**src/sv/drst_pkg.sv**
```systemverilog
// ----------------------------------------------------------------------------
// drst_pkg
// Shared types and constants for the dirty range sync tracker.
// ----------------------------------------------------------------------------
package drst_pkg;

    localparam int QUEUE_DEPTH_DEF = 16;
    localparam int ADDR_WIDTH_DEF  = 48;

    localparam int LEN_W      = 32;
    localparam int THR_W      = 32;
    localparam int SHIFT_W    = 5;
    localparam int UNSYNC_W   = 40;
    localparam int STATUS_W   = 2;
    localparam int CFG_IDX_W  = 2;
    localparam int FIFO_DEPTH = 4;

    localparam logic [THR_W-1:0]   THRESHOLD_RST  = THR_W'(1048576);
    localparam logic [SHIFT_W-1:0] PAGE_SHIFT_RST = SHIFT_W'(12);

    typedef enum logic [STATUS_W-1:0] {
        ST_OK        = 2'd0,
        ST_POS_OUT   = 2'd1,
        ST_WRITE_OUT = 2'd2
    } t_status;

    typedef enum logic [CFG_IDX_W-1:0] {
        CFG_DEVICE_SIZE    = 2'd0,
        CFG_SYNC_THRESHOLD = 2'd1,
        CFG_PAGE_SHIFT     = 2'd2
    } t_cfg_reg;

    typedef enum logic [3:0] {
        S_IDLE  = 4'b0001,
        S_CMP   = 4'b0010,
        S_UPD   = 4'b0100,
        S_FLUSH = 4'b1000
    } t_state;

    // Queue occupancy seen by the front and back halves.
    typedef struct packed {
        logic full;
        logic empty;
    } t_fifo_stat;

endpackage

```
**src/sv/drst_front.sv**
```systemverilog
// ----------------------------------------------------------------------------
// drst_front
// Accepts write requests, computes the range end and classifies each
// request against the device size before it enters the queue.
// ----------------------------------------------------------------------------
module drst_front
    import drst_pkg::*;
#(
    parameter int ADDR_WIDTH = ADDR_WIDTH_DEF,
    parameter int ITEM_W     = STATUS_W + LEN_W + 2 * ADDR_WIDTH
) (
    input  logic                  i_in_valid,
    output logic                  o_in_stall,
    input  logic [ADDR_WIDTH-1:0] i_position,
    input  logic [LEN_W-1:0]      i_length,
    input  logic [ADDR_WIDTH-1:0] i_device_size,
    input  t_fifo_stat            i_fifo_stat,
    output logic                  o_push,
    output logic [ITEM_W-1:0]     o_item
);

    localparam int EW = ((ADDR_WIDTH > LEN_W) ? ADDR_WIDTH : LEN_W) + 1;

    logic [EW-1:0] w_end;
    t_status       w_status;

    // The sum is kept one bit wider so a carry still counts as outside.
    assign w_end = EW'(i_position) + EW'(i_length);

    always_comb begin
        if (i_position >= i_device_size) begin
            w_status = ST_POS_OUT;
        end else if (w_end >= EW'(i_device_size)) begin
            w_status = ST_WRITE_OUT;
        end else begin
            w_status = ST_OK;
        end
    end

    assign o_in_stall = i_fifo_stat.full;
    assign o_push     = i_in_valid && !i_fifo_stat.full;
    assign o_item     = {w_status, i_length, w_end[ADDR_WIDTH-1:0], i_position};

endmodule

```
**config.mk**
```make
export PLATFORM = sky130hd
export DESIGN_NAME = drst_front
export DESIGN_NICKNAME = d
export VERILOG_FILES = /design/src/sv/drst_pkg.sv /design/src/sv/drst_front.sv
export SDC_FILE = /design/constraint.sdc
export NUM_CORES = 1
export LEC_CHECK = 0
export ABC_AREA = 1
export BUFFER_PORTS_ARGS = -buffer_cell sky130_fd_sc_hd__buf_2
export CORE_ASPECT_RATIO = 2
export CORE_MARGIN = 2
export CORE_UTILIZATION = 56
export DETAILED_ROUTE_END_ITERATION = 10
export PLACE_DENSITY = 0.95
export SLEW_MARGIN = 20
export SYNTH_ARGS = -nofsm -noshare
export SYNTH_HDL_FRONTEND = slang
export SYNTH_SLANG_ARGS = --single-unit
```
**constraint.sdc**
```tcl
create_clock -name vclk -period 5.5
set_clock_uncertainty 0.1 [all_clocks]
set_input_delay 0.275 -clock vclk [all_inputs]
set_output_delay 0.275 -clock vclk [all_outputs]
set_load 0.01 [all_outputs]
```
==> flow_summary.json <==
{
  "outcome": "finished, final reports clean",
  "overall_routed_net_length_um": 23400,
  "worst_vdd_ir_v": 0.0000819,
  "worst_ep_arrival_time_ns": 4.23,
  "die_area_um2": 12300,
  "die_width_um": 79.3,
  "port_buffers": 262,
  "wire_per_inst_um": 15.9,
  "timing_worst_slew_pin_value_ns": 0.823,
  "number_of_nets_in_the_layout": 1589,
  "gp_congestion": 1.03,
  "tns_ns": 0,
  "synth.yosys.warnings": 0,
  "drv_slew": 0,
  "yosysUniqueCellTypes": 35,
  "finalSetupViolations": 0,
  "hold_viol": 0,
  "synth_seq_area_share": 0,
  "max_clock_freq_mhz": 217,
  "rsz0062_at_grt": "no",
  "power.static_leakage_nw": 4.61,
  "hold_slack_ns": 0.648,
  "grt_antenna_before_repair": 0,
  "dp_hpwl_um": 21200,
  "vias": 7759,
  "period_share": 0.838,
  "final_core_util": 0.645,
  "num_antenna_cells": 0,
  "num-fill-cells": 1137,
  "pin_count": 263,
  "grt_first_pass_wirelength_um": 35300,
  "endpoint_kind": "output pin",
  "dp_cells": 1469,
  "slowest_stage": "nor2_1",
  "post_synth_instance_area_um2": 6350,
  "cellPowerDensity_nw_per_um2": 120,
  "seq_cells": 0,
  "dp_worst_setup_slack_ns": 0.993,
  "synthTopCellsByArea": "ha_1 (25%), nand2_1 (22%), inv_1 (11%)",
  "post-synth-top-area-cell": "ha_1",
  "total_global_route_track_usage": 0.365,
  "finalWorstSetupSlack_ns": 0.891,
  "cap_violations": 0,
  "peak_fanout_along_the_critical_path": 5,
  "area_inside_the_core_boundary_um2": 11200,
  "crit_path_max_incr_delay_ns": 0.45,
  "detail_route.drc_violations": 0,
  "ant_nets": 0,
  "net_count_of_the_mapped_netlist": 1406,
  "worstSetupPathType": "input pin to output pin",
  "stdcell_count": 1469,
  "detailedRoute.firstPassIterationCount": 8,
  "post_cts_resize_count": 0,
  "cp_cell_sequence": "buf_2 > ha_1 > inv_1 > fa_1 > inv_1 > nand2_2 > a21oi_2 > nand2_1 > nand2_2 > nand3_1 > nand2_2 > nand2_1 > nand2_1 > xor2_1 > ha_1 > nand2_1 > nor2_1 > nor3b_1 > and3_1 > nand2_1 > nand2_1 > nand2_1 > a21oi_1 > buf_2",
  "mean_area_per_synthesized_cell_um2": 5.54,
  "synth.top_cells.by_count": "nand2_1 (372), inv_1 (194), ha_1 (128)",
  "rows": 55,
  "dominant_delay_contributor_by_cell_family_on_the_critical_path": "simple AND/OR/NAND/NOR gates",
  "cp-start-kind": "input pin",
  "first_global_vias": 7474,
  "critical_path.most_common_cell": "nand2_1",
  "slew_headroom": 0.447,
  "worstPathBufferInverterCount": 4,
  "detail_route.iter0.violations": 548,
  "cp_data_required_time_ns": 5.12,
  "chipHeight_um": 155,
  "post_route_cells_drive_above_1_share": 0.222,
  "clk_buf": 0,
  "finalCriticalPeriod_ns": 4.61,
  "grt.overflow.total": 0,
  "synthMostInstantiatedCell": "nand2_1",
  "synth_largest_type_area_fraction": 0.252,
  "initial_core_utilization": 0.566,
  "area_growth_syn_to_layout_pct": 13.9,
  "worst_min_delay_path_class": "input pin to output pin",
  "cts_hold_buffers": 0,
  "area.sequential_um2": 0,
  "grt_start_max_net_pins": 9,
  "post_drt_via_cell_ratio": 5.28,
  "syn-instance-count": 1146,
  "postCtsSetupRepairBufs": 0
}
-- metrics by stage --
step	power (mW)	cell area, um2
floorplan	0.556	6350
global placement	0.827	7230
detailed placement	0.851	7230
CTS	0.855	7230
global route	0.956	7230
finish	0.868	7230
-- metal layers --
metal,track usage,share of wire,vias up
met5,0,0,-
met4,0.268,0.090,0
met3,0.0187,0.041,88
met2,0.695,0.52,319
met1,0.358,0.35,3437
li1,-,-,3915
-- cell usage in the layout (no fill, tap or decap), drive strengths merged --
cell / Yosys / layout
ha: 128 / 128
o21a: 3 / 3
a31oi: 1 / 1
and2: 1 / 1
nor2: 117 / 117
nor4: 1 / 1
nor3b: 2 / 2
xnor2: 10 / 10
a21o: 6 / 6
buf: 81 / 262
nor3: 13 / 13
fa: 1 / 1
o21bai: 7 / 7
o21ai: 23 / 23
or2: 2 / 2
xor2: 20 / 20
inv: 199 / 199
nand4: 26 / 26
nand3b: 4 / 4
nand3: 40 / 40
nand2: 384 / 384
a21boi: 1 / 1
and3: 2 / 2
a21oi: 74 / 74
-- layout make-up --
cell class	count	area (um2)	area share
inverter	199	747	0.103
timing repair buffer	262	1310	0.181
tap	142	178	0.0246
multi-input combinational	866	4990	0.691
-- report_power, final --
| group | total [mW] | internal [mW] | switching, mW |
|---|---|---|---|
| Combinational | 0.868 | 0.313 | 0.556 |
| Sequential | 0 | 0 | 0 |
| Clock | 0 | 0 | 0 |
-- kinds of logic after synthesis --
logic type | count (synthesis) | synth area share
and+or+nand+nor | 592 | 0.389
AOI/OAI and AO/OA | 115 | 0.100
buffers and inverters | 280 | 0.213
xor gates and xnor gates | 30 | 0.0414
adders and majority gates | 129 | 0.255
-- final timing paths --
path | endpoint | startpoint | cells past startpoint | slack (ns)
min | o_in_stall | i_fifo_stat[1] | 2 | 0.65
max | o_item[129] | i_position[0] | 24 | 0.89
(Power assumes the default switching activity.)
