--- src/sv/drst_pkg.sv ---
// ----------------------------------------------------------------------------
// drst_pkg
// Shared types and constants for the dirty range sync tracker.
// ----------------------------------------------------------------------------
package drst_pkg;

    localparam int QUEUE_DEPTH_DEF = 16;
    localparam int ADDR_WIDTH_DEF  = 48;

    localparam int LEN_W      = 32;
    localparam int THR_W      = 32;
    localparam int SHIFT_W    = 5;
    localparam int UNSYNC_W   = 40;
    localparam int STATUS_W   = 2;
    localparam int CFG_IDX_W  = 2;
    localparam int FIFO_DEPTH = 4;

    localparam logic [THR_W-1:0]   THRESHOLD_RST  = THR_W'(1048576);
    localparam logic [SHIFT_W-1:0] PAGE_SHIFT_RST = SHIFT_W'(12);

    typedef enum logic [STATUS_W-1:0] {
        ST_OK        = 2'd0,
        ST_POS_OUT   = 2'd1,
        ST_WRITE_OUT = 2'd2
    } t_status;

    typedef enum logic [CFG_IDX_W-1:0] {
        CFG_DEVICE_SIZE    = 2'd0,
        CFG_SYNC_THRESHOLD = 2'd1,
        CFG_PAGE_SHIFT     = 2'd2
    } t_cfg_reg;

    typedef enum logic [3:0] {
        S_IDLE  = 4'b0001,
        S_CMP   = 4'b0010,
        S_UPD   = 4'b0100,
        S_FLUSH = 4'b1000
    } t_state;

    // Queue occupancy seen by the front and back halves.
    typedef struct packed {
        logic full;
        logic empty;
    } t_fifo_stat;

endpackage

--- src/sv/drst_fifo.sv ---
// ----------------------------------------------------------------------------
// drst_fifo
// Short queue between the classifying front and the table back end.
// ----------------------------------------------------------------------------
module drst_fifo
    import drst_pkg::*;
#(
    parameter int W = 8
) (
    input  logic         i_clk,
    input  logic         i_rst_n,
    input  logic         i_push,
    input  logic [W-1:0] i_data,
    input  logic         i_pop,
    output logic [W-1:0] o_data,
    output t_fifo_stat   o_stat
);

    localparam int PW = (FIFO_DEPTH > 1) ? $clog2(FIFO_DEPTH) : 1;
    localparam int CW = $clog2(FIFO_DEPTH + 1);

    logic [W-1:0]  r_mem [FIFO_DEPTH];
    logic [PW-1:0] r_wr;
    logic [PW-1:0] r_rd;
    logic [CW-1:0] r_cnt;

    always_ff @(posedge i_clk) begin
        if (!i_rst_n) begin
            r_wr  <= '0;
            r_rd  <= '0;
            r_cnt <= '0;
        end else begin
            if (i_push) begin
                r_wr <= (r_wr == PW'(FIFO_DEPTH - 1)) ? '0 : r_wr + PW'(1);
            end
            if (i_pop) begin
                r_rd <= (r_rd == PW'(FIFO_DEPTH - 1)) ? '0 : r_rd + PW'(1);
            end
            if (i_push && !i_pop) begin
                r_cnt <= r_cnt + CW'(1);
            end else if (!i_push && i_pop) begin
                r_cnt <= r_cnt - CW'(1);
            end
        end
    end

    always_ff @(posedge i_clk) begin
        if (i_push) begin
            r_mem[r_wr] <= i_data;
        end
    end

    assign o_data       = r_mem[r_rd];
    assign o_stat.full  = (r_cnt == CW'(FIFO_DEPTH));
    assign o_stat.empty = (r_cnt == '0);

endmodule

--- config.mk ---
export PLATFORM = sky130hd
export DESIGN_NAME = drst_fifo
export DESIGN_NICKNAME = d
export VERILOG_FILES = /design/src/sv/drst_pkg.sv /design/src/sv/drst_fifo.sv
export SDC_FILE = /design/constraint.sdc
export NUM_CORES = 1
export LEC_CHECK = 0
export BUFFER_PORTS_ARGS = -buffer_cell sky130_fd_sc_hd__buf_2
export CAP_MARGIN = 5
export CORE_MARGIN = 2
export CORE_UTILIZATION = 56
export CTS_CLUSTER_DIAMETER = 100
export DETAILED_ROUTE_END_ITERATION = 6
export PLACE_DENSITY = 0.78
export SYNTH_ARGS = -nofsm -noshare
export SYNTH_HDL_FRONTEND = slang
export SYNTH_SLANG_ARGS = --single-unit
--- constraint.sdc ---
create_clock -name i_clk -period 2.3 [get_ports i_clk]
set_input_delay 0.23 -clock i_clk [delete_from_list [all_inputs] [get_ports i_clk]]
set_output_delay 0.23 -clock i_clk [all_outputs]
set_load 0.05 [all_outputs]
==> results by group, run 1 <==
Clock tree
  – Num CTS Buffers: 5
  – PostCTS Resize Cnt: 0
  – CTS clk-pin slew, worst paths: 0.11 ns
  – CTS root buffer: clkbuf_4
  – H-tree Lvls: 2
  – CTS Buffer Depth: 2
  – Clk_lat worst skew: 0.34 ns
  – Clock sinks: 41
  – Setup bufs post-CTS: 0
  – Hold-fix buffers, CTS: 0
  – CTS tree: done

Finish
  – Final nets: 131
  – FILL cells: 197
  – N_diodes: 0
  – Area growth from synthesis to layout: 11.3%
  – Design Area, Final: 0.00180 sq mm
  – Fin util: 65.2%
  – Share of layout cells above drive strength 1: 32.7%

Global route
  – Vias in the first global route: 832
  – GRT Overall Usage: 15.8%
  – Largest net degree at the start of global routing: 14
  – Initial antenna violation count: 0
  – Grt ovf: 0
  – First-pass GRT wire length: 3620 um

Floorplan
  – Cell Rows: 19
  – Die H: 57.7 um
  – Area of the die: 0.00333 sq mm
  – Core area: 0.00276 sq mm
  – Die W: 57.7 um
  – IO Pins: 22
  – Starting Density: 58.6%

Placement
  – DP Worst Slack: 0.555 ns
  – Detailed placement HPWL: 1600 um
  – Gpl congestion: 0.685
  – IO buf count: 21
  – Placed inst area: 0.00174 sq mm

Worst setup path
  – Worst Path Arrival: 1.80 ns
  – CP startpoint kind: flop
  – Crit. End Element: output pin
  – FF-to-FF setup slack: 0.83 ns
  – Data required, critical path: 2.07 ns
  – Critical path type: reg -> out
  – Critical path peak fanout: 8

STA
  – Post-route setup TNS: 0 ns
  – Endpoints failing setup: 0
  – Unrepaired setup endpoints after global routing: false
  – Final Cycle Share: 88.5%
  – Final hold vios: 0
  – Final worst path period need: 2.03 ns
  – Max-slew violation count: 0
  – Slew Limit Headroom: 64.9%
  – Clock skew: 0.00665 ns
  – Worst setup margin: 0.265 ns
  – Maximum clock rate: 0.491 GHz
  – Worst Tran Pin Value: 0.526 ns

Pwr
  – Leakage power: 0.663 nW
  – Max IR drop VDD: 0.000647 V
  – PwrDens: 809 mW/mm^2

Job
  – Max-cap violations: 0

Drt
  – Post-DRT Antenna Nets: 0
  – 1st-iter DRT viols: 13
  – Residual DRC: 0
  – WL met1: 891 um
  – DR vias/cell: 5.56
  – Detail Route met3 WL: 117 um
  – Drt total wl: 2210 um
  – DR WL/cell: 15.3 um
  – Max layer used: met4
  – Drt pass-1 iters: 4
  – Vias post-DR: 801
  – Met2 wire len: 1120 um

Synthesis
  – Mapped Nets: 105
  – Sequential area share after synthesis: 70.6%
  – Synth Area in Compound Gates: 1.24%
  – Synth Area in Simple Gates: 5.58%
  – Netlist cell types: 20
  – Synthesized cell area: 0.00162 sq mm
  – Combinational family with the most area after synthesis: multiplexers
  – Mapped Cells: 86
  – FF+latch count, synth: 41
  – Synth Area in XOR/XNOR: 1.08%
  – Mux contribution to synthesized area: 13.6%
  – Adder-cell share of the synthesized area: 5.89%
  – Avg Inst Size Synth: 18.8 sq um
  – Ys Warns: 0

Status
  – Outcome: finished clean

Hold path
  – Hold crit path type: in -> reg
## path summary, 6_finish.rpt
path	end	cells past startpoint	from
hold reg to reg	r_cnt[2]	2	r_cnt[2]
setup / recovery	o_data[0]	2	flop
setup reg to reg	r_cnt[2]	4	r_cnt[0]
hold / removal	r_mem[0][3]	1	i_data[3]
## where the power goes
group | switching [mW] | internal, mW | leakage, nW
logic | 0.161 | 0.0865 | 0.264
clock network | 0.219 | 0.115 | 0.0310
registers | 0.0313 | 0.842 | 0.368
total | 0.411 | 1.04 | 0.663
## kinds of logic after synthesis
family / count (synthesis)
flops: 41
simple gates: 15
mux: 12
fa+ha+maj: 7
buf+inv: 6
compound gates: 3
xor+xnor: 2
## cell usage after synthesis, drive strengths merged
cell type,instances,area [sq um]
fa,1,20.0
xor2,1,8.76
o21a,1,7.51
nor3b,1,7.51
nor2,1,3.75
ha,6,75.1
or3,1,6.26
mux2i,4,40.0
a21boi,1,7.51
o21ai,1,5.00
dfxtp,9,180
nor3,2,10.0
inv,4,15.0
mux4,8,180
buf,1,11.3
nor2b,5,31.3
edfxtp,32,961
xnor2,1,8.76
clkbuf,1,5.00
and2,5,31.3
## worst max-delay path, cell delays in order (launching register included)
cell     delay, ns
dfxtp_1       0.67
mux4_2        0.57
buf_2         0.22
## state kept, by name, indices dropped and copies added (netlist names), named ones only
register	count
r_cnt	3
r_mem	32
r_rd	2
r_wr	2
## area by class of cell
| type | count | area [sq um] | share of cell area, % |
|---|---|---|---|
| Inverter | 4 | 15.0 | 0.835 |
| Tap cell | 31 | 38.8 | 2.16 |
| Clock inverter | 3 | 17.5 | 0.974 |
| Multi-Input combinational cell | 39 | 443 | 24.6 |
| Clock buffer | 5 | 37.5 | 2.09 |
| Timing Repair Buffer | 21 | 105 | 5.85 |
| Sequential cell | 41 | 1140 | 63.5 |
## per-layer routing
layer  vias up  GRT usage, %
met4         0          11.0
met5         -             0
met1       390          17.4
met2        25          25.8
met3         9          5.36
li1        377             -
## layout by cell type, fill, tap and decap left out
cell        netlist  layout
a21boi_1          1       1
and2_1            5       5
buf_2             0      21
clkbuf_4          0       5
clkinv_2          0       2
clkinvlp_4        0       1
dfxtp_1           9       9
edfxtp_1         32      32
fa_1              1       1
ha_1              6       6
inv_1             4       4
mux2i_1           4       4
mux4_2            8       8
nor2_1            1       1
nor2b_1           5       5
nor3_1            2       2
nor3b_1           1       1
o21a_1            1       1
o21ai_0           1       1
or3_1             1       1
xnor2_1           1       1
xor2_1            1       1
## stage by stage
step	hold WS, ns	total power, mW	std cells
floorplan	0.329	1.08	86
global placement	0.440	1.13	136
detailed placement	0.448	1.14	136
CTS	0.0786	1.47	144
global route	0.0793	1.52	144
finish	0.0978	1.45	144
Note: power is estimated with default switching activity, not from simulation.
==> run 2, diff against run 1 <==
==> constraint.sdc (replaced) <==
create_clock -name i_clk -period 2.3 [get_ports i_clk]
set_input_delay 0.345 -clock i_clk [delete_from_list [all_inputs] [get_ports i_clk]]
set_output_delay 0.345 -clock i_clk [all_outputs]
set_load 0.05 [all_outputs]
==> run 2 against run 1 <==
Effect of this change:
- global-route usage rose by 0.051 points
- wire length rose by 8.1%
- combinational power grew 4%
- critical path depth grew 1
- highest routed layer unchanged
- hold slack better by 0.13 ns
- sequential share of layout area decreased by 0.96 points
- clock-buffer cell count rose by 1
- largest power group unchanged
- setup slack gained 0.077 ns
- flip-flop and latch count did not move
- final cell count grew 0.69%
==> results by group, run 2 (same netlist as run 1, synthesis figures left out) <==
Worst setup path
  – Worst Path Arrival: 1.61 ns (-0.19 ns)
  – Crit. End Element: output pin
  – FF-to-FF setup slack: 0.83 ns (about the same)
  – Critical path type: reg -> out
  – Reg2Reg Depth: 4 (unchanged)
  – Critical R2R Capture: r_cnt[2]
  – CP startpoint kind: flop
  – Data required, critical path: 1.96 ns (-0.11 ns)
  – Critical path peak fanout: 8 (unchanged)
  – RR Startpoint: r_cnt[0]

Floorplan
  – IO Pins: 22 (unchanged)
  – Die W: 57.7 um (unchanged)
  – Starting Density: 58.6% (unchanged)
  – Die H: 57.7 um (unchanged)
  – Cell Rows: 19 (unchanged)
  – Area of the die: 0.00333 sq mm (unchanged)
  – Core area: 0.00276 sq mm (unchanged)

Global route
  – Initial antenna violation count: 0 (unchanged)
  – Vias in the first global route: 801 (-3.7%)
  – Grt ovf: 0 (unchanged)
  – First-pass GRT wire length: 3710 um (+2.5%)
  – GRT Overall Usage: 15.9% (+0.051 points)
  – Largest net degree at the start of global routing: 13 (-1)

Placement
  – Gpl congestion: 0.735 (+7.3%)
  – Placed Cells: 137 (+0.74%)
  – Detailed placement HPWL: 1690 um (+5.7%)
  – IO buf count: 21 (unchanged)

Clock tree
  – Num CTS Buffers: 5 (unchanged)
  – H-tree Lvls: 2 (unchanged)
  – Clk_lat worst skew: 0.33 ns (about the same)
  – CTS clk-pin slew, worst paths: 0.11 ns (about the same)
  – Clock sinks: 41 (unchanged)
  – Setup bufs post-CTS: 0 (unchanged)
  – CTS Buffer Depth: 2 (unchanged)
  – Hold-fix buffers, CTS: 0 (unchanged)
  – CTS tree: done
  – PostCTS Resize Cnt: 0 (unchanged)
  – CTS root buffer: clkbuf_4

Finish
  – Most frequent cells in the layout: 32 x edfxtp_1, 21 x buf_2, 9 x dfxtp_1
  – Post-Layout Cell Count: 145 (+0.69%)
  – Largest registers: r_mem x32, r_cnt x3
  – Share of layout cells above drive strength 1: 31.6% (-1.2 points)
  – Top reg by flops: r_mem
  – Leading cell type in the layout, fill and taps excluded: edfxtp_1
  – Fin util: 66.2% (+1.0 points)
  – Max reg flops: 32 (unchanged)
  – Area growth from synthesis to layout: 13.0%
  – N_diodes: 0 (unchanged)
  – Final nets: 132 (+0.76%)

Pwr
  – Sw frac: 26.0% (-2.3 points)
  – Leakage power: 0.677 nW (+2.1%)
  – Clock share of power: 28.0% (+5.0 points)
  – Sequential share of power: 55.6% (-4.4 points)
  – Comb pwr share: 16.4% (-0.6 points)
  – PwrDens: 856 mW/mm^2 (+5.8%)
  – Net switching power: 0.406 mW (-1.3%)
  – Max IR drop VDD: 0.000675 V (+4.3%)
  – Design Power: 1.56 mW (+7.4%)
  – P_int: 1.16 mW (+11%)

STA
  – Final worst path period need: 1.96 ns (-0.0774 ns)
  – Final Cycle Share: 85.1% (-3.4 points)
  – Endpoints failing setup: 0 (unchanged)
  – Unrepaired setup endpoints after global routing: false
  – Clock skew: 0.00844 ns (+0.00179 ns)
  – Max-slew violation count: 0 (unchanged)
  – Hold slack: 0.231 ns (+0.134 ns)
  – Post-route setup TNS: 0 ns (unchanged)
  – Worst Tran Pin Value: 0.438 ns (-0.0874 ns)
  – Final hold vios: 0 (unchanged)
  – Slew Limit Headroom: 70.8% (+5.9 points)
  – Maximum clock rate: 0.511 GHz (+4.0%)

Drt
  – DR WL/cell: 16.5 um (+7.3%)
  – Residual DRC: 0 (unchanged)
  – DR vias/cell: 5.48 (-1.6%)
  – Vias post-DR: 794 (-0.87%)
  – Drt pass-1 iters: 4 (unchanged)
  – Drt total wl: 2390 um (+8.1%)
  – 1st-iter DRT viols: 19 (+6)
  – Post-DRT Antenna Nets: 0 (unchanged)

Status
  – Outcome: finished clean

Hold path
  – Min-delay src: i_data[7]
  – Hold crit path type: in -> reg
  – Worst hold path cell count: 1 (unchanged)
  – Worst Hold End: r_mem[1][7]

Job
  – Max-cap violations: 0 (unchanged)
## run 2: cell count changes in the layout (fill, tap and decap cells not counted), sizes merged
cell / change
bufinv: +1
buf: +1
clkinv: -1
clkbuf: +1
clkinvlp: -1
## run 2: worst max-delay path: stages, from the launching register on
cell	delay, ns
dfxtp_1	0.32
buf_4	0.20
mux4_2	0.53
buf_2	0.23
## run 2: power by group through the flow
stage	combinational [mW]	sequential (mW)	clock (mW)
floorplan	0.204	0.876	0
global placement	0.252	0.883	0
detailed placement	0.260	0.886	0
CTS	0.260	0.869	0.447
global route	0.275	0.873	0.473
finish	0.256	0.868	0.438
## run 2: metal layers
layer / GRT usage (%) / routed length [um]
met2: 26.0 / 1240
met3: 4.24 / 107
met4: 6.98 / 37
met1: 20.0 / 1000
met5: 0 / 0
## run 2: worst max path at each step
stage | start | end | depth (start not counted) | slack (ns)
final | flop | o_data[0] | 3 | 0.34
after global routing | flop | o_data[4] | 3 | 0.28
after CTS | flop | o_data[0] | 3 | 0.31
after detailed placement | i_pop | r_cnt[2] | 8 | 0.47
after global placement | i_pop | r_cnt[2] | 8 | 0.53
after floorplan | r_cnt[1] | o_stat[1] | 1 | 0.45
## run 2: final cells by class
class                   count  area [sq um]
fillers                   195           932
well taps                  31          38.8
repair buffers             22           113
inverters                   4          15.0
multi-input cells          39           443
flip-flops and latches     41          1140
clock inverters             2          33.8
clock buffers               6          41.3
## run 2: stage by stage
stage / area, sq um / setup slack, ns
floorplan: 1620 / 0.453
global placement: 1750 / 0.530
detailed placement: 1750 / 0.466
CTS: 1830 / 0.315
global route: 1830 / 0.277
finish: 1830 / 0.342
==> run 3, diff against run 2 <==
--- a/config.mk
+++ b/config.mk
@@ -5,6 +5,7 @@
 export SDC_FILE = /design/constraint.sdc
 export NUM_CORES = 1
 export LEC_CHECK = 0
+export ABC_AREA = 1
 export BUFFER_PORTS_ARGS = -buffer_cell sky130_fd_sc_hd__buf_2
 export CAP_MARGIN = 5
 export CORE_MARGIN = 2
==> run 3 against run 2 <==
Effect of this change:
- wire length grew 20%
- register-to-register slack gained 0.17 ns
- die area grew 2.1%
- clock skew grew 0.0021 ns
- fmax shrank 1.3%
- largest cell class unchanged
==> results by group, run 3 <==
Finish
  – N_diodes: 0 (unchanged)
  – Most frequent cells in the layout: 32 x edfxtp_1, 22 x nor2_1, 21 x buf_2
  – FILL cells: 223 (+14%)
  – Max reg flops: 32 (unchanged)
  – Top reg by flops: r_mem
  – Leading cell type in the layout, fill and taps excluded: edfxtp_1
  – Area growth from synthesis to layout: 12.7%
  – Final nets: 181 (+37%)
  – Largest registers: r_mem x32, r_cnt x3
  – Register area: 0.00114 sq mm (unchanged)
  – Multi-input logic area: 428 sq um (-3.4%)
  – Design Area, Final: 0.00186 sq mm (+1.9%)
  – Fin util: 66.9% (+0.69 points)
  – Share of layout cells above drive strength 1: 20.9% (-11 points)

Synthesis
  – Prevailing post-synth register cell: edfxtp_1
  – Avg Inst Size Synth: 12.2 sq um (-35%)
  – Synth Area in Simple Gates: 9.47% (+3.9 points)
  – EDFF count, synth: 32 (unchanged)
  – Async SR Flop Fraction: 0% (unchanged)
  – Mapped Nets: 154 (+47%)
  – Synth cell count leaders: 32 x edfxtp_1, 22 x nor2_1, 15 x inv_1, 15 x o21ai_0, 9 x dfxtp_1
  – Netlist cell types: 19 (-5.0%)
  – Most frequent cell after synthesis: edfxtp_1
  – Synthesized cell area: 0.00165 sq mm (+2.2%)
  – Combinational family with the most area after synthesis: compound AO/OA/AOI/OAI gates
  – Adder-cell share of the synthesized area: 5.76% (-0.13 points)
  – Top cells by area, synth: edfxtp_1 58%, dfxtp_1 11%, nor2_1 5.0%
  – Ys Warns: 0 (unchanged)
  – Mux contribution to synthesized area: 0% (-14 points)
  – Synth Area in Compound Gates: 10.2% (+8.9 points)
  – Synth Area in XOR/XNOR: 0.530% (-0.55 points)
  – Sequential area share after synthesis: 69.1% (-1.6 points)
  – Dominant cell type by area after synthesis: edfxtp_1
  – Fraction of post-synthesis cell area in the top cell type by area: 58.2% (-1.3 points)
  – Mapped Cells: 135 (+57%)
  – FF+latch count, synth: 41 (unchanged)

STA
  – Max-slew violation count: 0 (unchanged)
  – Final Cycle Share: 86.2% (+1.1 points)
  – Slew Limit Headroom: 73.9% (+3.1 points)
  – Worst setup margin: 0.316 ns (-0.0260 ns)
  – Post-route setup TNS: 0 ns (unchanged)
  – Final worst path period need: 1.98 ns (+0.0260 ns)
  – Clock skew: 0.0105 ns (+0.00206 ns)
  – Maximum clock rate: 0.504 GHz (-1.3%)
  – Endpoints failing setup: 0 (unchanged)
  – Final hold vios: 0 (unchanged)
  – Hold slack: 0.199 ns (-0.0319 ns)
  – Worst Tran Pin Value: 0.391 ns (-0.0468 ns)
  – Unrepaired setup endpoints after global routing: false

Worst setup path
  – Critical path type: reg -> out
  – RR Startpoint: r_wr[0]
  – Worst Path Arrival: 1.64 ns (+0.03 ns)
  – FF-to-FF setup slack: 1.00 ns (+0.17 ns)
  – Crit path cell chain: inv_1 > o21ai_0 > o22ai_1 > buf_2
  – Worst path slowest cell: dfxtp_1
  – Critical R2R Capture: r_mem[3][6]
  – CP startpoint kind: flop
  – Reg2Reg Depth: 3 (-1)
  – Critical path peak fanout: 9 (+1)
  – Data required, critical path: 1.96 ns (about the same)
  – Crit. End Element: output pin
  – Crit-path max cell delay: 0.42 ns (-0.11 ns)

Clock tree
  – CTS clk-pin slew, worst paths: 0.12 ns (about the same)
  – Clk_lat worst skew: 0.35 ns (+0.02 ns)
  – CTS tree: done
  – Num CTS Buffers: 5 (unchanged)
  – CTS root buffer: clkbuf_4
  – Hold-fix buffers, CTS: 0 (unchanged)
  – H-tree Lvls: 2 (unchanged)
  – Setup bufs post-CTS: 0 (unchanged)
  – PostCTS Resize Cnt: 0 (unchanged)
  – Clock sinks: 41 (unchanged)
  – CTS Buffer Depth: 2 (unchanged)

Placement
  – IO buf count: 21 (unchanged)
  – Placed inst area: 0.00178 sq mm (+1.7%)
  – DP Worst Slack: 0.653 ns (+0.186 ns)
  – Detailed placement HPWL: 2050 um (+21%)
  – Gpl congestion: 0.755 (+2.7%)

Drt
  – Post-DRT Antenna Nets: 0 (unchanged)
  – Residual DRC: 0 (unchanged)
  – DR WL/cell: 14.8 um (-10%)
  – 1st-iter DRT viols: 41 (+22)
  – Drt total wl: 2870 um (+20%)
  – Vias post-DR: 1047 (+32%)
  – Drt pass-1 iters: 4 (unchanged)
  – DR vias/cell: 5.40 (-1.4%)

Floorplan
  – Die H: 58.3 um (+1.0%)
  – IO Pins: 22 (unchanged)
  – Cell Rows: 19 (unchanged)
  – Starting Density: 59.4% (+0.80 points)
  – Core area: 0.00278 sq mm (+0.86%)
  – Area of the die: 0.00340 sq mm (+2.1%)
  – Die W: 58.3 um (+1.0%)

Hold path
  – Worst hold path cell count: 1 (unchanged)
  – Hold crit path type: in -> reg
  – Min-delay src: i_data[3]
  – Worst Hold End: r_mem[3][3]

Global route
  – Initial antenna violation count: 0 (unchanged)
  – Largest net degree at the start of global routing: 17 (+4)
  – GRT Overall Usage: 19.5% (+3.6 points)
  – First-pass GRT wire length: 4690 um (+26%)
  – Grt ovf: 0 (unchanged)
  – Vias in the first global route: 1038 (+30%)

Pwr
  – Max IR drop VDD: 0.000773 V (+15%)
  – PwrDens: 858 mW/mm^2 (+0.20%)
  – Leakage power: 0.758 nW (+12%)

Status
  – Outcome: finished clean

Job
  – Max-cap violations: 0 (unchanged)
==> run 3: changes by cell type after synthesis, sizes merged, moves of 2 or more <==
cell / change
a21oi: +3
and2: -5
inv: +12
mux2i: -4
mux4: -8
nand2: +8
nor2: +23
nor2b: -5
nor3: +2
o21ai: +18
o22ai: +8
==> run 3: area by class of cell <==
type	count	area share, %
sequential	41	61.3
multi-input combinational	76	23.0
timing repair buffer	22	6.05
inverter	16	3.23
clock buffer	6	2.22
clock inverter	2	2.08
tap	31	2.08
==> run 3: routing by layer <==
metal / vias to the layer above / routed length, um / global-route usage, %
met5: - / 0 / 0
met4: 0 / 50 / 6.98
met3: 5 / 167 / 7.69
met2: 24 / 1440 / 31.6
met1: 492 / 1210 / 23.8
li1: 526 / - / -
==> run 3: where the power goes <==
group / leakage [nW] / internal, mW / switching, mW
Clock: 0.0424 / 0.231 / 0.227
Combinational: 0.347 / 0.0717 / 0.197
Sequential: 0.369 / 0.840 / 0.0283
==> run 3: logic make-up (layout without fill, tap and decap cells) <==
kind of cell / after synthesis / in the layout
DFF: 41 / 41
and+or+nand+nor: 38 / 38
AOI/OAI and AO/OA: 30 / 30
buffers and inverters: 18 / 46
adders and majority gates: 7 / 7
xor gates and xnor gates: 1 / 1
==> run 3: stage by stage <==
stage,total power [mW],std cells
detailed placement,1.15,186
floorplan,1.08,135
global placement,1.14,186
finish,1.60,194
global route,1.67,194
CTS,1.61,194
==> run 3: critical path, delay by kind of cell (launching register included) <==
kind                   cells  cell delay, ns
AO/OA/AOI/OAI              2            0.30
flip-flops                 1            0.42
buffers and inverters      2            0.57
==> run 3: how the worst max path moves through the flow <==
stage,from,endpoint,slack (ns)
final,flop,o_data[0],0.32
after CTS,flop,o_data[0],0.29
after global placement,i_pop,r_cnt[2],0.74
after global routing,flop,o_data[2],0.16
after detailed placement,i_pop,r_cnt[2],0.65
after floorplan,r_cnt[0],o_stat[0],0.52
